--- src/rtl/core/afd_pkg.sv ---
// Shared constants, codes and types of the accelerometer fall detector.
// No dependencies; the other RTL files use scoped names, the testbench imports it.
package afd_pkg;

  // Field widths.
  localparam int unsigned AccelWidth  = 16;
  localparam int unsigned TimeWidth   = 32;
  localparam int unsigned CfgWidth    = 16;
  localparam int unsigned CfgIdxWidth = 2;
  localparam int unsigned PhaseWidth  = 2;

  // Configuration register indexes.
  localparam logic [CfgIdxWidth-1:0] CfgImpactThreshold = 2'd0;
  localparam logic [CfgIdxWidth-1:0] CfgTiltCosine      = 2'd1;
  localparam logic [CfgIdxWidth-1:0] CfgImpactHold      = 2'd2;
  localparam logic [CfgIdxWidth-1:0] CfgRestHold        = 2'd3;

  // Configuration reset values.
  localparam logic [CfgWidth-1:0] ImpactThresholdReset = 16'd40960;
  localparam logic [CfgWidth-1:0] TiltCosineReset      = 16'd16384;
  localparam logic [CfgWidth-1:0] ImpactHoldReset      = 16'd200;
  localparam logic [CfgWidth-1:0] RestHoldReset        = 16'd2000;

  // Detector phases.
  localparam logic [PhaseWidth-1:0] PhaseMonitor   = 2'd0;
  localparam logic [PhaseWidth-1:0] PhaseImpact    = 2'd1;
  localparam logic [PhaseWidth-1:0] PhaseRest      = 2'd2;
  localparam logic [PhaseWidth-1:0] PhaseConfirmed = 2'd3;

  // Digit-serial multiplier geometry.
  localparam int unsigned MulWidth    = 32;
  localparam int unsigned DigitWidth  = 8;
  localparam int unsigned MulSteps    = MulWidth / DigitWidth;
  localparam int unsigned MulCntWidth = $clog2(MulSteps);

  // Widths of the derived quantities.
  localparam int unsigned M2Width   = 32;  // x*x + y*y + z*z
  localparam int unsigned SqWidth   = 31;  // square of a 16-bit magnitude
  localparam int unsigned M25Width  = 37;  // 25 * M2
  localparam int unsigned TiltWidth = 62;  // c*c*M2 and z*z*2^30

  // Steady window on 25*M2: 16*G*G and 36*G*G with G = 16384.
  localparam logic [M25Width-1:0] SteadyLo = 37'h0_1_0000_0000;
  localparam logic [M25Width-1:0] SteadyHi = 37'h0_2_4000_0000;

  typedef struct packed {
    logic impact;
    logic released;
    logic at_rest;
  } afd_flags_t;

endpackage

--- src/rtl/core/accel_fall_detector.sv ---
// Accelerometer fall detector, top level. The six products of a sample run one
// after another on a single 32 x 8 digit-serial multiplier, each issued and then
// run digit by digit; a new sample is taken only once the result of the last one
// has been committed to the output register.
// Reset (asynchronous, active low) restores the configuration defaults, the
// monitoring phase, zero event times and empty channels.
module accel_fall_detector (
  input  logic                                  clk_i,
  input  logic                                  rst_ni,
  // Sample channel.
  input  logic                                  in_valid_i,
  output logic                                  in_ready_o,
  input  logic signed [afd_pkg::AccelWidth-1:0] accel_x_i,
  input  logic signed [afd_pkg::AccelWidth-1:0] accel_y_i,
  input  logic signed [afd_pkg::AccelWidth-1:0] accel_z_i,
  input  logic [31:0]                           sample_time_ms_i,
  // Result channel.
  output logic                                  out_valid_o,
  input  logic                                  out_ready_i,
  output logic                                  fall_detected_o,
  output logic [afd_pkg::PhaseWidth-1:0]        fall_phase_o,
  // Configuration write port.
  input  logic                                  cfg_we_i,
  input  logic [afd_pkg::CfgIdxWidth-1:0]       cfg_idx_i,
  input  logic [afd_pkg::CfgWidth-1:0]          cfg_wdata_i
);

  localparam int unsigned HoldPad = afd_pkg::TimeWidth - afd_pkg::CfgWidth;

  // Configuration registers.
  logic [afd_pkg::CfgWidth-1:0]        impact_threshold_q;
  logic signed [afd_pkg::CfgWidth-1:0] tilt_cosine_q;
  logic [afd_pkg::CfgWidth-1:0]        impact_hold_q;
  logic [afd_pkg::CfgWidth-1:0]        rest_hold_q;

  // Detector state and the timestamp of the sample in flight.
  logic [afd_pkg::PhaseWidth-1:0] phase_q, phase_d;
  logic [afd_pkg::TimeWidth-1:0]  impact_time_q, impact_time_d;
  logic [afd_pkg::TimeWidth-1:0]  rest_time_q, rest_time_d;
  logic [afd_pkg::TimeWidth-1:0]  time_q;
  logic [afd_pkg::TimeWidth-1:0]  impact_dt, rest_dt;
  logic                           impact_elapsed, rest_elapsed;

  // Handshake and output register.
  logic busy_q, out_valid_q, fall_q, fall_d;
  logic in_take, res_take, eval_valid;
  afd_pkg::afd_flags_t flags;

  // A sample is taken only while no other sample is being evaluated. The
  // output register is separate, so a finished result may wait there while
  // the next sample is already being worked on.
  assign in_ready_o = !busy_q;
  assign in_take    = in_valid_i && in_ready_o;

  // A result is committed to the phase machine and the output register once
  // the register is empty or is being emptied in the same cycle.
  assign res_take = eval_valid && (!out_valid_q || out_ready_i);

  always_ff @(posedge clk_i or negedge rst_ni) begin
    if (!rst_ni) begin
      impact_threshold_q <= afd_pkg::ImpactThresholdReset;
      tilt_cosine_q      <= afd_pkg::TiltCosineReset;
      impact_hold_q      <= afd_pkg::ImpactHoldReset;
      rest_hold_q        <= afd_pkg::RestHoldReset;
    end else if (cfg_we_i) begin
      unique case (cfg_idx_i)
        afd_pkg::CfgImpactThreshold: impact_threshold_q <= cfg_wdata_i;
        afd_pkg::CfgTiltCosine:      tilt_cosine_q      <= cfg_wdata_i;
        afd_pkg::CfgImpactHold:      impact_hold_q      <= cfg_wdata_i;
        afd_pkg::CfgRestHold:        rest_hold_q        <= cfg_wdata_i;
        default: ;
      endcase
    end
  end

  // The evaluator squares the axes, the threshold and the cosine, then forms
  // the tilt product, and hands back impact, release and rest flags.
  afd_sample_eval u_eval (
    .clk_i              (clk_i),
    .rst_ni             (rst_ni),
    .start_i            (in_take),
    .accel_x_i          (accel_x_i),
    .accel_y_i          (accel_y_i),
    .accel_z_i          (accel_z_i),
    .impact_threshold_i (impact_threshold_q),
    .tilt_cosine_i      (tilt_cosine_q),
    .ack_i              (res_take),
    .valid_o            (eval_valid),
    .flags_o            (flags)
  );

  // Elapsed times wrap at the timestamp width, and a hold is over only when
  // the elapsed time is strictly greater than it.
  assign impact_dt      = time_q - impact_time_q;
  assign rest_dt        = time_q - rest_time_q;
  assign impact_elapsed = impact_dt > {{HoldPad{1'b0}}, impact_hold_q};
  assign rest_elapsed   = rest_dt > {{HoldPad{1'b0}}, rest_hold_q};

  // Phase machine. The confirmed phase always falls back to monitoring on the
  // following sample, without looking for a new impact.
  always_comb begin
    phase_d       = phase_q;
    impact_time_d = impact_time_q;
    rest_time_d   = rest_time_q;
    fall_d        = 1'b0;
    unique case (phase_q)
      afd_pkg::PhaseMonitor: begin
        if (flags.impact) begin
          impact_time_d = time_q;
          phase_d       = afd_pkg::PhaseImpact;
        end
      end
      afd_pkg::PhaseImpact: begin
        if (impact_elapsed) begin
          if (flags.at_rest) begin
            rest_time_d = time_q;
            phase_d     = afd_pkg::PhaseRest;
          end else if (flags.released) begin
            phase_d = afd_pkg::PhaseMonitor;
          end
        end
      end
      afd_pkg::PhaseRest: begin
        if (rest_elapsed) begin
          if (flags.at_rest) begin
            phase_d = afd_pkg::PhaseConfirmed;
            fall_d  = 1'b1;
          end else begin
            phase_d = afd_pkg::PhaseMonitor;
          end
        end
      end
      afd_pkg::PhaseConfirmed: phase_d = afd_pkg::PhaseMonitor;
      default: phase_d = afd_pkg::PhaseMonitor;
    endcase
  end

  always_ff @(posedge clk_i or negedge rst_ni) begin
    if (!rst_ni) begin
      busy_q        <= 1'b0;
      out_valid_q   <= 1'b0;
      phase_q       <= afd_pkg::PhaseMonitor;
      impact_time_q <= '0;
      rest_time_q   <= '0;
    end else begin
      if (in_take) begin
        busy_q <= 1'b1;
      end else if (res_take) begin
        busy_q <= 1'b0;
      end
      if (res_take) begin
        out_valid_q   <= 1'b1;
        phase_q       <= phase_d;
        impact_time_q <= impact_time_d;
        rest_time_q   <= rest_time_d;
      end else if (out_ready_i) begin
        out_valid_q <= 1'b0;
      end
    end
  end

  always_ff @(posedge clk_i) begin
    if (in_take) begin
      time_q <= sample_time_ms_i[afd_pkg::TimeWidth-1:0];
    end
    if (res_take) begin
      fall_q <= fall_d;
    end
  end

  // The phase register doubles as the phase field of the result beat: it only
  // changes when a new result enters the output register.
  assign out_valid_o     = out_valid_q;
  assign fall_detected_o = fall_q;
  assign fall_phase_o    = phase_q;

  // Only one sample is evaluated at a time.
  a_one_in_flight: assert property (@(posedge clk_i) disable iff (!rst_ni)
    in_take |=> !in_ready_o)
    else $error("second sample accepted while one is in flight");

  // A reported fall always comes with the confirmed phase.
  a_fall_confirmed: assert property (@(posedge clk_i) disable iff (!rst_ni)
    out_valid_o && fall_detected_o |-> fall_phase_o == afd_pkg::PhaseConfirmed)
    else $error("fall reported outside the confirmed phase");

  // The phase moves only when a result is committed.
  a_phase_on_commit: assert property (@(posedge clk_i) disable iff (!rst_ni)
    !res_take |=> $stable(phase_q))
    else $error("phase changed without a committed result");

  // A confirmed fall is followed by monitoring on the next sample.
  a_confirmed_clears: assert property (@(posedge clk_i) disable iff (!rst_ni)
    res_take && phase_q == afd_pkg::PhaseConfirmed |=> phase_q == afd_pkg::PhaseMonitor)
    else $error("confirmed phase did not return to monitoring");

endmodule

--- src/rtl/core/afd_serial_mul.sv ---
// Unsigned 32 x 32 multiplier that consumes one 8-bit digit of the multiplier
// per cycle. Depends on afd_pkg for its geometry.
module afd_serial_mul (
  input  logic                                clk_i,
  input  logic                                rst_ni,
  input  logic                                start_i,
  input  logic [afd_pkg::MulWidth-1:0]        mcand_i,
  input  logic [afd_pkg::MulWidth-1:0]        mplier_i,
  output logic                                done_o,
  output logic [2*afd_pkg::MulWidth-1:0]      product_o
);

  localparam int unsigned SumWidth = afd_pkg::MulWidth + afd_pkg::DigitWidth;

  logic [afd_pkg::MulWidth-1:0]    hi_q, hi_d, lo_q, lo_d, mcand_q;
  logic [afd_pkg::MulCntWidth-1:0] cnt_q;
  logic                            busy_q, done_q;
  logic [SumWidth-1:0]             partial, sum;

  // The high half absorbs one partial product; the low half shifts the used
  // multiplier digit out and a finished product digit in.
  assign partial = {{afd_pkg::DigitWidth{1'b0}}, mcand_q}
                 * {{afd_pkg::MulWidth{1'b0}}, lo_q[afd_pkg::DigitWidth-1:0]};
  assign sum     = {{afd_pkg::DigitWidth{1'b0}}, hi_q} + partial;
  assign hi_d    = sum[SumWidth-1:afd_pkg::DigitWidth];
  assign lo_d    = {sum[afd_pkg::DigitWidth-1:0], lo_q[afd_pkg::MulWidth-1:afd_pkg::DigitWidth]};

  always_ff @(posedge clk_i or negedge rst_ni) begin
    if (!rst_ni) begin
      busy_q <= 1'b0;
      done_q <= 1'b0;
      cnt_q  <= '0;
    end else begin
      done_q <= 1'b0;
      if (start_i) begin
        busy_q <= 1'b1;
        cnt_q  <= '0;
      end else if (busy_q) begin
        cnt_q <= cnt_q + 1'b1;
        if (cnt_q == afd_pkg::MulCntWidth'(afd_pkg::MulSteps - 1)) begin
          busy_q <= 1'b0;
          done_q <= 1'b1;
        end
      end
    end
  end

  always_ff @(posedge clk_i) begin
    if (start_i) begin
      mcand_q <= mcand_i;
      hi_q    <= '0;
      lo_q    <= mplier_i;
    end else if (busy_q) begin
      hi_q <= hi_d;
      lo_q <= lo_d;
    end
  end

  assign done_o    = done_q;
  assign product_o = {hi_q, lo_q};

endmodule

--- src/rtl/core/afd_sample_eval.sv ---
// Sequencer that forms the squared magnitude, threshold and tilt products of
// one sample on the shared digit-serial multiplier. Depends on afd_pkg.
module afd_sample_eval (
  input  logic                                clk_i,
  input  logic                                rst_ni,
  input  logic                                start_i,
  input  logic signed [afd_pkg::AccelWidth-1:0] accel_x_i,
  input  logic signed [afd_pkg::AccelWidth-1:0] accel_y_i,
  input  logic signed [afd_pkg::AccelWidth-1:0] accel_z_i,
  input  logic [afd_pkg::CfgWidth-1:0]        impact_threshold_i,
  input  logic signed [afd_pkg::CfgWidth-1:0] tilt_cosine_i,
  input  logic                                ack_i,
  output logic                                valid_o,
  output afd_pkg::afd_flags_t                 flags_o
);

  localparam logic [2:0] StIdle  = 3'd0;
  localparam logic [2:0] StIssue = 3'd1;
  localparam logic [2:0] StWait  = 3'd2;
  localparam logic [2:0] StFlags = 3'd3;
  localparam logic [2:0] StHold  = 3'd4;

  localparam logic [2:0] OpSqX  = 3'd0;
  localparam logic [2:0] OpSqY  = 3'd1;
  localparam logic [2:0] OpSqZ  = 3'd2;
  localparam logic [2:0] OpSqT  = 3'd3;
  localparam logic [2:0] OpSqC  = 3'd4;
  localparam logic [2:0] OpTilt = 3'd5;

  localparam int unsigned PadW = afd_pkg::MulWidth - afd_pkg::AccelWidth;

  function automatic logic [afd_pkg::AccelWidth-1:0] abs16(
    input logic [afd_pkg::AccelWidth-1:0] v
  );
    abs16 = v[afd_pkg::AccelWidth-1] ? (~v + 1'b1) : v;
  endfunction

  logic [2:0] state_q, op_q;

  logic [afd_pkg::AccelWidth-1:0]  ax_q, ay_q, az_q;
  logic                            z_neg_q;
  logic [afd_pkg::M2Width-1:0]     m2_q, t2_q;
  logic [afd_pkg::M25Width-1:0]    m25_q, m2_ext;
  logic [afd_pkg::SqWidth-1:0]     z2_q, c2_q;
  logic [afd_pkg::TiltWidth-1:0]   tilt_q, lhs2;
  afd_pkg::afd_flags_t             flags_q, flags_d;

  logic                            mul_start, mul_done;
  logic [afd_pkg::MulWidth-1:0]    mcand, mplier;
  logic [2*afd_pkg::MulWidth-1:0]  product;
  logic                            steady, tilted;

  always_comb begin
    unique case (op_q)
      OpSqX:   mcand = {{PadW{1'b0}}, ax_q};
      OpSqY:   mcand = {{PadW{1'b0}}, ay_q};
      OpSqZ:   mcand = {{PadW{1'b0}}, az_q};
      OpSqT:   mcand = {{PadW{1'b0}}, impact_threshold_i};
      OpSqC:   mcand = {{PadW{1'b0}}, abs16(tilt_cosine_i)};
      OpTilt:  mcand = m2_q;
      default: mcand = '0;
    endcase
    mplier = (op_q == OpTilt) ? {1'b0, c2_q} : mcand;
  end

  assign mul_start = (state_q == StIssue);

  afd_serial_mul u_mul (
    .clk_i     (clk_i),
    .rst_ni    (rst_ni),
    .start_i   (mul_start),
    .mcand_i   (mcand),
    .mplier_i  (mplier),
    .done_o    (mul_done),
    .product_o (product)
  );

  // Decision flags from the finished products.
  assign m2_ext = {{(afd_pkg::M25Width - afd_pkg::M2Width){1'b0}}, m2_q};
  assign lhs2   = {1'b0, z2_q, 30'b0};
  assign steady = (m25_q > afd_pkg::SteadyLo) && (m25_q < afd_pkg::SteadyHi);

  always_comb begin
    if (!tilt_cosine_i[afd_pkg::CfgWidth-1]) begin
      tilted = z_neg_q || (lhs2 < tilt_q);
    end else begin
      tilted = z_neg_q && (lhs2 > tilt_q);
    end
    flags_d.impact   = m2_q > t2_q;
    flags_d.released = m25_q < {1'b0, t2_q, 4'b0};
    flags_d.at_rest  = tilted && steady;
  end

  always_ff @(posedge clk_i or negedge rst_ni) begin
    if (!rst_ni) begin
      state_q <= StIdle;
      op_q    <= OpSqX;
    end else begin
      unique case (state_q)
        StIdle: begin
          if (start_i) begin
            state_q <= StIssue;
            op_q    <= OpSqX;
          end
        end
        StIssue: state_q <= StWait;
        StWait: begin
          if (mul_done) begin
            if (op_q == OpTilt) begin
              state_q <= StFlags;
            end else begin
              op_q    <= op_q + 1'b1;
              state_q <= StIssue;
            end
          end
        end
        StFlags: state_q <= StHold;
        StHold: begin
          if (ack_i) begin
            state_q <= StIdle;
          end
        end
        default: state_q <= StIdle;
      endcase
    end
  end

  always_ff @(posedge clk_i) begin
    m25_q <= (m2_ext << 4) + (m2_ext << 3) + m2_ext;
    if (state_q == StIdle && start_i) begin
      ax_q    <= abs16(accel_x_i);
      ay_q    <= abs16(accel_y_i);
      az_q    <= abs16(accel_z_i);
      z_neg_q <= accel_z_i[afd_pkg::AccelWidth-1];
    end
    if (state_q == StWait && mul_done) begin
      case (op_q)
        OpSqX: m2_q <= product[afd_pkg::M2Width-1:0];
        OpSqY: m2_q <= m2_q + product[afd_pkg::M2Width-1:0];
        OpSqZ: begin
          m2_q <= m2_q + product[afd_pkg::M2Width-1:0];
          z2_q <= product[afd_pkg::SqWidth-1:0];
        end
        OpSqT:  t2_q   <= product[afd_pkg::M2Width-1:0];
        OpSqC:  c2_q   <= product[afd_pkg::SqWidth-1:0];
        OpTilt: tilt_q <= product[afd_pkg::TiltWidth-1:0];
        default: ;
      endcase
    end
    if (state_q == StFlags) begin
      flags_q <= flags_d;
    end
  end

  assign valid_o = (state_q == StHold);
  assign flags_o = flags_q;

endmodule

--- config.mk ---
export PLATFORM = sky130hd
export DESIGN_NAME = accel_fall_detector
export DESIGN_NICKNAME = d
export VERILOG_FILES = /design/src/rtl/core/afd_pkg.sv /design/src/rtl/core/accel_fall_detector.sv /design/src/rtl/core/afd_serial_mul.sv /design/src/rtl/core/afd_sample_eval.sv
export SDC_FILE = /design/constraint.sdc
export NUM_CORES = 2
export LEC_CHECK = 0
export ABC_AREA = 1
export BUFFER_PORTS_ARGS = -buffer_cell sky130_fd_sc_hd__buf_4
export CORE_MARGIN = 2
export CORE_UTILIZATION = 55
export DETAILED_ROUTE_END_ITERATION = 8
export HOLD_SLACK_MARGIN = 0.12
export MAX_ROUTING_LAYER = met4
export PLACE_DENSITY = 0.83
export SYNTH_ARGS = -nofsm -noshare
export SYNTH_HDL_FRONTEND = slang
export SYNTH_SLANG_ARGS = --single-unit
--- constraint.sdc ---
create_clock -name clk_i -period 4.7 [get_ports clk_i]
set_input_delay 1.41 -clock clk_i [delete_from_list [all_inputs] [get_ports clk_i]]
set_output_delay 1.41 -clock clk_i [all_outputs]
set_load 0.005 [all_outputs]
==> impl_metrics.ini <==
[grt]
grt_antenna_before_repair = 2
grt_first_pass_wirelength_microns = 193100
first_global_vias = 35626
grt_max_degree = 117
overflow = 0
gr-usage-all-layers = 0.3220

[layout]
area_growth_pct = 16.34
finalNonFillerCells = 6570
layout-drive-gt1-share = 0.1408
nFillCells = 5992
nets = 6161

[die]
die_w_microns = 281.4
fp-row-count = 101
io_pins = 108
die_area_sq_um = 79190
die_y_microns = 281.4
core_sq_um = 76080
start_util = 0.5563

[power_and_ir_drop]
intPower_mw = 7.921
seq_power_share = 0.505
clkPwrFrac = 0.451
peakVddDrop_v = 0.0002735
sw_frac_of_total = 0.2375
switchingPower_mw = 2.468
p_leak_nw = 23.18
p_per_area_nw_per_um2 = 211.0
comb_power_share = 0.044

[sta]
finClkSkew_ns = 0.07243
tightestPinTransition_ns = 1.295
hold_violations = 0
fin_ws_ns = -0.3285
finalSetupViolCount = 26
grt_setup_unrepaired = true
timing.final.crit_share = 1.070
slew_viol_final = 0
max_freq_ghz = 0.1989
whs_ns = 0.4393
fin_crit_ns = 5.029
max_slew_margin = 0.1147

[worst_hold_path]
whs_path_depth = 0
hp-class = register to register

[yosys]
yosysWarnings = 0
synth.net_count = 5879
synth_top_family_by_area = adder cells
synth_compound_area_frac = 0.09448
synth_area_sq_um = 42320
synth-xor-area-share = 0.02938
synth_enable_flop_cells = 337
yosysUniqueCellTypes = 60
synth_mux_area_frac = 0
seq_area_frac_synth = 0.3560
ys_ff_latch = 548
syn_avg_cell_area_sq_um = 8.128
async_flop_share = 0.2591
synth_simple_gate_area_frac = 0.1949
synthAdderAreaFrac = 0.2115
synthFlopType = edfxtp_1
synth_cells = 5207

[setup_path]
end_kind = register
ff2ff_path_depth = 24
cp_cell_sequence = buf_6 -> buf_16 -> nand2_1 -> inv_1 -> fa_1 -> fa_1 -> fa_1 -> inv_1 -> fa_1 -> inv_2 -> ha_4 -> nand2_2 -> buf_4 -> nor2_4 -> nand2_1 -> nand3_2 -> nand2_2 -> nand2_2 -> a21oi_4 -> buf_4 -> buf_6 -> xnor2_2 -> o211ai_1 -> inv_1
cpMaxStageDelayCell = fa_1
path_max_fanout = 5
crit_top_cell = fa_1
cp-start-kind = register
cp_data_required_time_ns = 5.27
crit_path_max_incr_delay_ns = 0.57
critPathKind = register to register
worst_ep_arrival_time_ns = 5.60

[cts]
cts_tree = done
cts_root_buf = clkbuf_16
cts_sinks = 548
path_clk_slew_ns = 0.07
ctsHoldBuffers = 0
cts_htree_levels = 2
clk_path_buf_depth = 3
clock_latency_ns = 0.68
cts_buffers = 58

[placement]
gp_congestion = 0.9760
dp_hpwl_microns = 94490
place_inst = 6413
port_buffers = 107

[detailed_routing]
postRouteAntennaNets = 0
via_count = 36862
wl_per_cell_microns = 19.26
drc = 0
via_per_inst = 5.611
drt_iter0_markers = 3901
detail_route.first_pass.iterations = 6
drt_wl_total_microns = 126500

[run]
drv_cap = 0

[run_status]
violations = negative setup slack
outcome = finished with violations
sequential cells by signal, summed over array words and instances (netlist names), 16 cells and up:
register and cells:
impact_hold_q 16, impact_threshold_q 16, impact_time_q 32, rest_hold_q 16, rest_time_q 32, tilt_cosine_q 16
time_q 32, u_eval.ax_q 16, u_eval.ay_q 16, u_eval.az_q 16, u_eval.c2_q 31, u_eval.m25_q 37
u_eval.m2_q 32, u_eval.t2_q 32, u_eval.tilt_q 62, u_eval.u_mul.hi_q 32, u_eval.u_mul.lo_q 32, u_eval.u_mul.mcand_q 32
u_eval.z2_q 31
synth_stat cells, types with 5 or more instances:
cell      count  share of area
nand2_1    1295           0.11
inv_1      1124           0.10
edfxtp_1    337           0.24
nor2_1      328          0.029
ha_1        325          0.096
fa_1        244           0.12
o21ai_0     231          0.027
a21oi_1     225          0.027
nand3_1     192          0.023
dfrtp_1     130          0.077
clkbuf_1     97         0.0086
xor2_1       93          0.019
dfxtp_1      69          0.033
nor3_1       49         0.0058
xnor2_1      49          0.010
nand4_1      44         0.0065
o211ai_1     33         0.0059
o21ai_2      32         0.0066
a31oi_1      31         0.0046
nand2_2      28         0.0041
nor4_1       27         0.0040
clkbuf_2     24         0.0028
o21a_1       19         0.0034
a221oi_1     17         0.0035
o21bai_1     13         0.0023
or2_2        13         0.0019
a21o_1       12         0.0021
dfstp_2      12         0.0074
o221ai_1     10         0.0021
a41oi_1       9         0.0019
nand3b_1      9         0.0016
o21ai_1       8        0.00095
a211oi_1      7         0.0012
and3_1        6        0.00089
buf_6         6         0.0016
o31ai_1       6         0.0011
a21boi_1      5        0.00089
clkinv_1      5        0.00044
what timing repair did:
| item | CTS | global route |
|---|---|---|
| setup endpoints to repair | 26 | 28 |
| gates resized for setup | 126 | 211 |
| cloned | 3 | 3 |
| hold endpoints to repair | 0 | 0 |
| setup buffers | 10 | 32 |
| pin swaps | 15 | 81 |
layout by cell type (no fill, tap or decap), types with 25 or more instances in the layout:
cell,n
ha_1,297
nand2_2,70
xnor2_1,44
o211ai_1,33
nor4_1,25
nor2_1,299
inv_2,50
nor3_1,46
nand2_1,1241
edfxtp_1,337
nand4_1,44
xor2_1,91
nand3_1,189
a21oi_1,198
buf_4,305
ha_4,27
a31oi_1,27
o21ai_0,211
dfrtp_1,130
o21ai_2,41
dfxtp_1,69
inv_1,1078
fa_1,238
clkbuf_16,60
power groups by stage:
stage,sequential (mW),clock (mW),combinational (mW)
floorplan,5.32,0,0.268
global placement,5.34,0,0.428
detailed placement,5.34,0,0.447
CTS,5.24,4.70,0.453
global route,5.26,4.88,0.518
finish,5.25,4.69,0.455
kinds of logic after synthesis:
group | after synthesis
xor+xnor | 142
flops | 548
compound gates | 678
buf+inv | 1262
fa+ha+maj | 569
simple gates | 2008
worst paths after layout:
| path | from | end | slack, ns |
|---|---|---|---|
| max | u_eval.u_mul.lo_q[2] | u_eval.u_mul.hi_q[12] | -0.33 |
| min reg2reg | u_eval.u_mul.hi_q[4] | u_eval.tilt_q[36] | 0.44 |
| max in group asynchronous | rst_ni | rest_hold_q[14] | 3.18 |
| max reg2reg | u_eval.u_mul.lo_q[2] | u_eval.u_mul.hi_q[12] | -0.33 |
| min in group asynchronous | rst_ni | impact_time_q[23] | 0.62 |
| min | u_eval.u_mul.hi_q[4] | u_eval.tilt_q[36] | 0.44 |
metal layers:
metal / share of wire / track usage / routed length [microns] / vias up
met2: 0.45 / 0.4996 / 57260 / 1948
met5: 0 / - / 0 / -
met4: 0.050 / 0.1266 / 6307 / 0
li1: - / - / - / 17064
met3: 0.097 / 0.04533 / 12250 / 448
met1: 0.40 / 0.4294 / 50700 / 17402
worst max-delay path: cells and delay by family (launching register included):
kind / cells / cell delay, ns
AOI/OAI and AO/OA: 2 / 0.29
xor gates and xnor gates: 1 / 0.15
adders and majority gates: 5 / 2.40
buffers and inverters: 9 / 1.01
DFF: 1 / 0.43
and+or+nand+nor: 7 / 0.63
through the flow:
stage / util / setup TNS, ns / power (mW) / area, sq um / worst slack, ns
after floorplan: - / 0 / 5.589 / 42340 / 0.0003197
after CTS: 0.6342 / -0.7333 / 10.39 / 48250 / -0.1368
final: 0.6472 / -3.544 / 10.39 / 49240 / -0.3285
after global routing: 0.6472 / -7.032 / 10.66 / 49240 / -0.4288
after global placement: 0.5989 / -2.582 / 5.768 / 45560 / -0.2156
after detailed placement: 0.5989 / -4.826 / 5.789 / 45560 / -0.3335
cell type report:
| cell class | instances | area [sq um] | area share |
|---|---|---|---|
| clock buffer | 68 | 1509 | 0.03064 |
| antenna | 1 | 2.502 | 0.00005082 |
| multi-input combinational | 3397 | 23660 | 0.4805 |
| sequential | 548 | 15070 | 0.3060 |
| tap | 1030 | 1289 | 0.02617 |
| inverter | 1132 | 4249 | 0.08629 |
| timing repair buffer | 352 | 3049 | 0.06193 |
| clock inverter | 42 | 412.9 | 0.008385 |
No activity file was read; power rests on OpenSTA's default activity.
